## config.mk

```make
export PLATFORM = sky130hd
export DESIGN_NAME = tbt_log_unit
export DESIGN_NICKNAME = d
export VERILOG_FILES = /design/src/tbt_pkg.sv /design/src/tbt_log_unit.sv
export SDC_FILE = /design/constraint.sdc
export NUM_CORES = 2
export LEC_CHECK = 0
export BUFFER_PORTS_ARGS = -buffer_cell sky130_fd_sc_hd__buf_2
export CAP_MARGIN = 20
export CORE_MARGIN = 2
export CORE_UTILIZATION = 60
export CTS_CLUSTER_SIZE = 30
export DETAILED_ROUTE_END_ITERATION = 7
export PLACE_DENSITY = 0.76
export SETUP_SLACK_MARGIN = 0.1
export SYNTH_ARGS = -nofsm -noshare
export SYNTH_HDL_FRONTEND = slang
export SYNTH_SLANG_ARGS = --single-unit
```

## constraint.sdc

```tcl
create_clock -name clock -period 21.4 [get_ports clock]
set_input_delay 4.28 -clock clock [delete_from_list [all_inputs] [get_ports clock]]
set_output_delay 4.28 -clock clock [all_outputs]
set_load 0.005 [all_outputs]
```

## src/tbt_pkg.sv

```systemverilog
// ----------------------------------------------------------------------------
// tbt_pkg: shared types and constants of the thermistor beta converter
// widths, special-case path codes, ln table and normalize helper
// ----------------------------------------------------------------------------
package tbt_pkg;

   // converter sample width and derived widths
   localparam int SAMPLE_WIDTH = 16;
   localparam int REQ_DATA_W   = ((SAMPLE_WIDTH + 7) / 8) * 8;
   localparam int V_W          = SAMPLE_WIDTH + 3;     // magnitude of a, b
   localparam int FS           = (1 << (SAMPLE_WIDTH - 1)) - 1;

   // result widths
   localparam int TEMP_W     = 19;
   localparam int RSP_DATA_W = 24;

   // configuration
   localparam int GAIN_W     = 2;
   localparam int BETA_W     = 14;
   localparam int CSR_IDX_W  = 1;
   localparam int CSR_DATA_W = 14;
   localparam logic [CSR_IDX_W-1:0] REG_GAIN = 1'b0;
   localparam logic [CSR_IDX_W-1:0] REG_BETA = 1'b1;
   localparam logic [GAIN_W-1:0] GAIN_RESET = 2'd2;
   localparam logic [BETA_W-1:0] BETA_RESET = 14'd3977;

   // internal arithmetic widths
   localparam int P_W    = 5;
   localparam int IDX_W  = 5;
   localparam int REM_W  = 25;
   localparam int LO_W   = 16;
   localparam int PART_W = 12;
   localparam int LN_W   = 21;
   localparam int L_W    = 22;
   localparam int DEN_W  = 40;
   localparam int NB_W   = 29;
   localparam int N_W    = 54;
   localparam int Q_W    = 18;
   localparam int R_W    = DEN_W + Q_W;

   // fixed-point constants
   localparam int LN2_Q16      = 45426;
   localparam int T0_CENTI     = 29815;
   localparam int KELVIN_CENTI = 27315;
   localparam int TEMP_MIN     = -30000;
   localparam int TEMP_MAX     = 200000;

   // special-case path codes
   localparam int PATH_W = 2;
   localparam logic [PATH_W-1:0] PATH_NORMAL = 2'd0;
   localparam logic [PATH_W-1:0] PATH_COLD   = 2'd1;
   localparam logic [PATH_W-1:0] PATH_HOT    = 2'd2;
   localparam logic [PATH_W-1:0] PATH_INF    = 2'd3;

   typedef struct packed {
      logic [P_W-1:0]   p;
      logic [IDX_W-1:0] idx;
      logic [REM_W-1:0] rem;
   } norm_type;

   typedef struct packed {
      logic [PATH_W-1:0]     path;
      logic signed [L_W-1:0] l;
   } ln_item_type;

   // ln(1 + k/32) in Q16
   function automatic logic [LO_W-1:0] ln_entry(input logic [IDX_W:0] k);
      logic [LO_W-1:0] r;
      case (k)
         6'd0:  r = 16'd0;
         6'd1:  r = 16'd2017;
         6'd2:  r = 16'd3973;
         6'd3:  r = 16'd5873;
         6'd4:  r = 16'd7719;
         6'd5:  r = 16'd9515;
         6'd6:  r = 16'd11262;
         6'd7:  r = 16'd12965;
         6'd8:  r = 16'd14624;
         6'd9:  r = 16'd16242;
         6'd10: r = 16'd17821;
         6'd11: r = 16'd19364;
         6'd12: r = 16'd20870;
         6'd13: r = 16'd22343;
         6'd14: r = 16'd23783;
         6'd15: r = 16'd25193;
         6'd16: r = 16'd26573;
         6'd17: r = 16'd27926;
         6'd18: r = 16'd29248;
         6'd19: r = 16'd30546;
         6'd20: r = 16'd31818;
         6'd21: r = 16'd33067;
         6'd22: r = 16'd34292;
         6'd23: r = 16'd35494;
         6'd24: r = 16'd36675;
         6'd25: r = 16'd37835;
         6'd26: r = 16'd38975;
         6'd27: r = 16'd40095;
         6'd28: r = 16'd41196;
         6'd29: r = 16'd42280;
         6'd30: r = 16'd43345;
         6'd31: r = 16'd44394;
         6'd32: r = 16'd45426;
         default: r = 16'd0;
      endcase
      return r;
   endfunction

   // split v into exponent and 30-bit mantissa fraction
   function automatic norm_type normalize(input logic [V_W-1:0] v);
      norm_type r;
      logic [P_W-1:0] p;
      logic [V_W+29:0] sh;
      p = '0;
      for (int i = 0; i < V_W; i++) begin
         if (v[i]) p = P_W'(i);
      end
      sh = {30'b0, v} << (P_W'(30) - p);
      r.p = p;
      r.idx = sh[29:25];
      r.rem = sh[24:0];
      return r;
   endfunction

endpackage

```

## src/tbt_log_unit.sv

```systemverilog
// ----------------------------------------------------------------------------
// tbt_log_unit: bridge terms and log of the resistance ratio
// four stages: a/b terms, normalize, table interpolate, ln difference
// ----------------------------------------------------------------------------
module tbt_log_unit (
   input  logic                             clock,
   input  logic                             reset,
   input  logic [tbt_pkg::GAIN_W-1:0]       gain,
   input  logic                             in_valid,
   output logic                             in_ready,
   input  logic signed [tbt_pkg::SAMPLE_WIDTH-1:0] in_raw,
   output logic                             out_valid,
   input  logic                             out_ready,
   output tbt_pkg::ln_item_type             out_item
);
   import tbt_pkg::*;

   localparam int NS = 4;

   logic [NS-1:0] valid_ff;
   logic [NS-1:0] rdy;
   logic [NS-1:0] vin;

   // stage payloads
   logic [PATH_W-1:0] path0_ff, path0_in, path1_ff, path2_ff;
   logic signed [V_W:0] a0_ff, b0_ff, a0_in, b0_in;
   norm_type na1_ff, nb1_ff;
   logic [P_W-1:0] pa2_ff, pb2_ff;
   logic [LO_W-1:0] loa2_ff, lob2_ff;
   logic [PART_W-1:0] pta2_ff, ptb2_ff, pta2_in, ptb2_in;
   ln_item_type item3_ff, item3_in;

   // ready chain, bubbles collapse
   always_comb begin
      rdy[NS-1] = !valid_ff[NS-1] || out_ready;
      for (int k = NS - 2; k >= 0; k--) rdy[k] = !valid_ff[k] || rdy[k+1];
      vin[0] = in_valid;
      for (int k = 1; k < NS; k++) vin[k] = valid_ff[k-1];
   end

   assign in_ready = rdy[0];
   assign out_valid = valid_ff[NS-1];
   assign out_item = item3_ff;

   always_ff @(posedge clock) begin
      if (reset) begin
         valid_ff <= '0;
      end else begin
         for (int k = 0; k < NS; k++) if (rdy[k]) valid_ff[k] <= vin[k];
      end
   end

   // stage 0: a = d - 2 raw, b = d + 2 raw
   always_comb begin
      logic signed [V_W:0] d_s;
      logic signed [V_W:0] r2_s;
      d_s = (V_W+1)'(FS) <<< gain;
      r2_s = (V_W+1)'(in_raw) <<< 1;
      a0_in = d_s - r2_s;
      b0_in = d_s + r2_s;
      if (b0_in <= 0) path0_in = PATH_COLD;
      else if (a0_in <= 0) path0_in = PATH_HOT;
      else path0_in = PATH_NORMAL;
   end

   // stage 2: table lookup and linear interpolation
   function automatic logic [PART_W-1:0] interp(input norm_type n);
      logic [LO_W-1:0] lo, hi;
      logic [LO_W+REM_W:0] prod;
      lo = ln_entry({1'b0, n.idx});
      hi = ln_entry({1'b0, n.idx} + 6'd1);
      prod = (LO_W+REM_W+1)'(hi - lo) * (LO_W+REM_W+1)'(n.rem) + (LO_W+REM_W+1)'(1 << 24);
      return prod[REM_W+PART_W-1:REM_W];
   endfunction

   assign pta2_in = interp(na1_ff);
   assign ptb2_in = interp(nb1_ff);

   // stage 3: ln(a) - ln(b)
   always_comb begin
      logic [LN_W-1:0] lna, lnb;
      lna = LN_W'(pa2_ff) * LN_W'(LN2_Q16) + LN_W'(loa2_ff) + LN_W'(pta2_ff);
      lnb = LN_W'(pb2_ff) * LN_W'(LN2_Q16) + LN_W'(lob2_ff) + LN_W'(ptb2_ff);
      item3_in.path = path2_ff;
      item3_in.l = $signed({1'b0, lna}) - $signed({1'b0, lnb});
   end

   always_ff @(posedge clock) begin
      if (rdy[0]) begin
         a0_ff <= a0_in;
         b0_ff <= b0_in;
         path0_ff <= path0_in;
      end
      if (rdy[1]) begin
         na1_ff <= normalize(a0_ff[V_W-1:0]);
         nb1_ff <= normalize(b0_ff[V_W-1:0]);
         path1_ff <= path0_ff;
      end
      if (rdy[2]) begin
         pa2_ff <= na1_ff.p;
         pb2_ff <= nb1_ff.p;
         loa2_ff <= ln_entry({1'b0, na1_ff.idx});
         lob2_ff <= ln_entry({1'b0, nb1_ff.idx});
         pta2_ff <= pta2_in;
         ptb2_ff <= ptb2_in;
         path2_ff <= path1_ff;
      end
      if (rdy[3]) item3_ff <= item3_in;
   end

endmodule

```

* After elaboration in Yosys (flattened, before gate mapping)
Memory sizes are Yosys's and may differ from the RTL's. A register that Yosys moved wholly into a read port is not among the register bits.
Cells that the tools add are included.
** Cells by class
- Muxes and demuxes :: 41
- Magnitude comparators :: 2
- Multipliers :: 4
- Shifts and indexed selects :: 3
- Reductions and logical operators :: 8
- $add $sub $neg :: 15
** Operator list (count)
- 5-bit 2-to-1 mux :: 36
- 37-bit by 25-bit adder with 37-bit output, second input constant :: 2
- 17-bit by 26-bit multiplier with 37-bit output :: 2
- 19-bit by 5-bit left shift with 30-bit output :: 2
- 21-bit by 12-bit adder with 21-bit output :: 2
- 21-bit by 16-bit adder with 21-bit output :: 2
- 20-bit by 1-bit <= comparator with 1-bit output, second input constant :: 2
- 5-bit by 15-bit multiplier with 20-bit output, second input constant :: 2
- 16-bit by 16-bit subtractor with 17-bit output :: 2
- 21-bit by 21-bit subtractor with 22-bit output :: 1
- 20-bit by 17-bit adder with 20-bit output :: 1
- 16-bit by 2-bit <<< shifter with 20-bit output, first input constant :: 1
- 20-bit by 17-bit subtractor with 20-bit output :: 1
- 5-bit by 1-bit adder with 6-bit output, second input constant :: 2
- 5-bit subtractor, first input constant :: 2
- 2-bit 2-to-1 mux :: 3
- 1-bit zero test :: 4
- 1-bit logical OR :: 4
- 1-bit 2-to-1 mux :: 2
** Storage, ports and cells
- Register bits after elaboration :: 176
- ROM bits :: 4096
- Memories kept :: 6
- Input port bits :: 22
- Logic and storage cells :: 100
- Output and inout port bits :: 26
** Memory list
- (name not given) :: words 64, bits a word 16, read ports 1, clocked after memory_dff 0, write ports 0, RTL line tbt_pkg.sv:69 : case (k)
- (name not given) :: words 64, bits a word 16, read ports 1, clocked after memory_dff 0, write ports 0, RTL line tbt_pkg.sv:69
- (name not given) :: words 32, bits a word 16, read ports 1, clocked after memory_dff 1, write ports 0, RTL line tbt_pkg.sv:69
- (name not given) :: words 32, bits a word 16, read ports 1, clocked after memory_dff 1, write ports 0, RTL line tbt_pkg.sv:69
- (name not given) :: words 32, bits a word 16, read ports 1, clocked after memory_dff 1, write ports 0, RTL line tbt_pkg.sv:69
- (name not given) :: words 32, bits a word 16, read ports 1, clocked after memory_dff 1, write ports 0, RTL line tbt_pkg.sv:69

* Logic depth before layout (Yosys ltp)
- Depth after elaboration :: 22
- Mapped depth :: 44
- Mapped depth without buffers :: 41

* Worst setup path after synthesis
OpenSTA, ideal clock, no wires.
- Path type :: flip-flop to flip-flop
- Start :: reg nb1_ff[26] in the netlist's numbering
- End :: reg ptb2_ff[11] (data pin)
- Data arrival time :: 9.920 ns
- Setup time :: 0.260 ns
- Stages on the path, launching flop included :: 42
- Path slack :: 11.220 ns
- Cell sequence :: edfxtp_1 ha_1 inv_1 ha_1 clkbuf_1 clkbuf_1 clkbuf_1 a21oi_1 o211ai_1 a31oi_1 ha_1 nor2b_1 o31a_1 o41ai_1 o2111a_1 nor2_1 a211o_1 a21oi_1 (+6 left out) fa_1 fa_1 fa_1 inv_1 fa_1 inv_1 ha_1 a21o_1 a2111o_1 o2111ai_1 or2_2 o221ai_1 o211a_1 o21a_1 o21ai_0 a211o_1 o21ai_0 xnor2_1
** On the way
- Word-level cells in the longest chain between the ends :: 5
** Ends and longest elaborated chain
- start: declaration :: RTL line tbt_log_unit.sv:27 : norm_type na1_ff, nb1_ff;
- start signal: assignment :: RTL line tbt_log_unit.sv:96 : nb1_ff <= normalize(b0_ff[V_W-1:0]);
- 5-bit by 1-bit adder with 6-bit output :: RTL line tbt_log_unit.sv:71 : hi = ln_entry({1'b0, n.idx} + 6'd1);
- memory 64 x 16 bit
- 16-bit by 16-bit subtractor with 17-bit output :: RTL line tbt_log_unit.sv:72 : prod = (LO_W+REM_W+1)'(hi - lo) * (LO_W+REM_W+1)'(n.rem) + (LO_W+REM_W+1)'(1 << 24);
- 17-bit by 26-bit multiplier with 37-bit output :: RTL line tbt_log_unit.sv:72
- 37-bit by 25-bit adder with 37-bit output :: RTL line tbt_log_unit.sv:72
- via ptb2_in[11] :: RTL line tbt_log_unit.sv:30 : logic [PART_W-1:0] pta2_ff, ptb2_ff, pta2_in, ptb2_in;
- end signal: assignment :: RTL line tbt_log_unit.sv:105 : ptb2_ff <= ptb2_in;
- end: declaration :: RTL line tbt_log_unit.sv:30
The timed path passes the listed nets, and every way through them passes these cells.
A chain may end at the register's enable or synchronous reset.

* Worst setup path in the final report
Same ends and word-level chain as after synthesis.

==> qor.yml <==
setup_path:
  cp_data_required_time_ps: 21710
  crit_top_cell: "fa_1"
  critPathCaptureType: "flip-flop"
  critical_path_buf_inv_count: 6
  critPathMaxStageDelay_ps: 820
  worstPathArrival_ps: 12430
  crit_path_start_kind: "flip-flop"
  crit_fanout: 45
  path_delay_family: "compound AO/OA/AOI/OAI gates"
  critPathSlowestCell: "edfxtp_1"
  critical_path_class: "flip-flop to flip-flop"
detailed_routing:
  drcViolationCount: 0
  drt_iter0_markers: 3214
  viasPerCell: 5.88
  drtAntennaViolNets: 0
  wl_mm: 121
  vias: 38200
  drt_pass1_iterations: 5
  wl_per_cell_um: 18.7
clocking:
  ctsLongestPathBuffers: 3
  hold_buffers: 0
  cts_tree: "built"
  cts_sinks: 238
  clk_latency_ps: 580
  clkSlewWorstSetupHoldPaths_ps: 70
  cts_root_buf: "clkbuf_16"
  postCtsSetupBuffers: 0
  ctsResizeCount: 0
  cts_inserted_buffers: 30
  htreeDepth: 1
global_route:
  grt.total_usage_pct: 30.2
  grt_antenna_before_repair: 2
  overflow: 0
  grt_pass1_wl_mm: 200
  grt_max_degree: 69
  grt_pass1_vias: 38900
sta:
  finClkSkew_ps: 14.4
  worst_pin_slew_ps: 1030
  min_period_ps: 12110
  slew_viol_final: 0
  fmax_mhz: 82.6
  fin_ws_ps: 9290
  rsz0062_at_grt: "no"
  timing.final.crit_share_pct: 56.6
  finalHoldViolCount: 0
  tns_ps: 0
  slew_headroom_pct: 31.1
  setup_violations: 0
floorplanning:
  initial_core_util_pct: 60.8
  die_h_um: 287
  rows: 103
  dieArea_mm2: 0.0824
  die_w_um: 287
  core_area_mm2: 0.0791
  ios: 48
layout:
  diodes: 0
  n_fill_cell: 6640
  fin_nets: 6615
  final_common_cell: "inv_1"
  layout.cells.most_common_list: "inv_1 (1102), fa_1 (717), nand2_1 (688)"
  final_area_mm2: 0.0505
  drive_gt1_share_pct: 5.59
  areaGrowthSynthToFinish_pct: 4.97
yosys:
  syn_area_mm2: 0.0481
  yosys_warnings: 0
  seq_area_frac_synth_pct: 14.1
  ys.flop_type: "edfxtp_1"
  synth_area_per_cell_um2: 8.70
  synth-edff-count: 202
  async_reset_ff_share_pct: 0
  ys_ff_latch: 238
  synth_cells: 5530
  synthDistinctLibCells: 105
place:
  hpwl_mm: 92.5
  place_ws_ps: 9580
  dpl_cell_area_mm2: 0.0494
  io_buffers: 47
  place.gp.congestion: 0.930
flow_run:
  cap_violations: 0
run_status:
  status: "complete, no violations"
worst_hold_path:
  min_path_type: "flip-flop to flip-flop"
worst register-to-register path, delay by kind of cell, from the launching register on:
kind,cells,cell delay (ps)
AOI/OAI and AO/OA,18,5130
xor gates and xnor gates,1,130
adders and majority gates,11,4420
buffers and inverters,6,770
DFF,1,820
and+or+nand+nor,4,590
cell families (layout without fill, tap and decap cells):
| group | after synthesis | count (layout) | share of synthesized area, % |
|---|---|---|---|
| AOI/OAI and AO/OA | 845 | 845 | 11.8 |
| adders and majority gates | 1160 | 1160 | 41.4 |
| muxes | 86 | 86 | 2.34 |
| other | 1 | 8 | 0.00780 |
| and+or+nand+nor | 1645 | 1645 | 16.1 |
| DFF | 238 | 238 | 14.1 |
| xor gates and xnor gates | 179 | 179 | 3.36 |
| buffers and inverters | 1376 | 1295 | 10.9 |
Yosys cell counts (all sizes together) (71+ instances only):
master     n  area, µm²
xnor2    109        955
ha       443       5540
inv     1111       4170
clkbuf   212        797
nand2    690       2590
fa       717      14400
nor2b     80        500
edfxtp   202       6070
and2     254       1590
nor3      93        480
nand3     71        355
o21ai    177        901
nor2     276       1040
a21oi    203       1020
layout make-up:
cell class                 instances  area, µm²  share of cell area (%)
multi-input combinational       3923      36300                    72.0
sequential                       238       6790                    13.4
inverter                        1114       4180                    8.28
tap                             1050       1310                    2.60
timing repair buffer             126        836                    1.66
clock buffer                      33        783                    1.55
clock inverter                    22        243                   0.481
metrics by stage:
stage	utilization, %	cells	hold WS, ps
after detailed placement	62.5	6450	406
after global routing	63.8	6506	434
after floorplan	-	5537	400
after global placement	62.5	6450	401
final	63.8	6506	423
after CTS	63.8	6505	421
worst paths after layout:
| path | start | endpoint | slack [ps] | cells after the start |
|---|---|---|---|---|
| worst min register to register | path0_ff[1] | path1_ff[1] | 420 | 0 |
| worst min-delay path | path0_ff[1] | path1_ff[1] | 420 | 0 |
| worst max register to register | nb1_ff[26] | ptb2_ff[11] | 9290 | 40 |
| worst max-delay path | nb1_ff[26] | ptb2_ff[11] | 9290 | 40 |
layer usage:
layer / GRT usage (%) / vias up / share of wire (%)
met5: 0 / - / 0.015
met4: 6.54 / 2 / 2.3
met3: 5.70 / 225 / 9.7
met2: 48.7 / 1735 / 46
met1: 42.5 / 18800 / 42
li1: - / 17500 / -
Power is left out: the tool's default activity adds up to more than one toggle a clock period on the data nets, which glitch-free logic cannot reach.
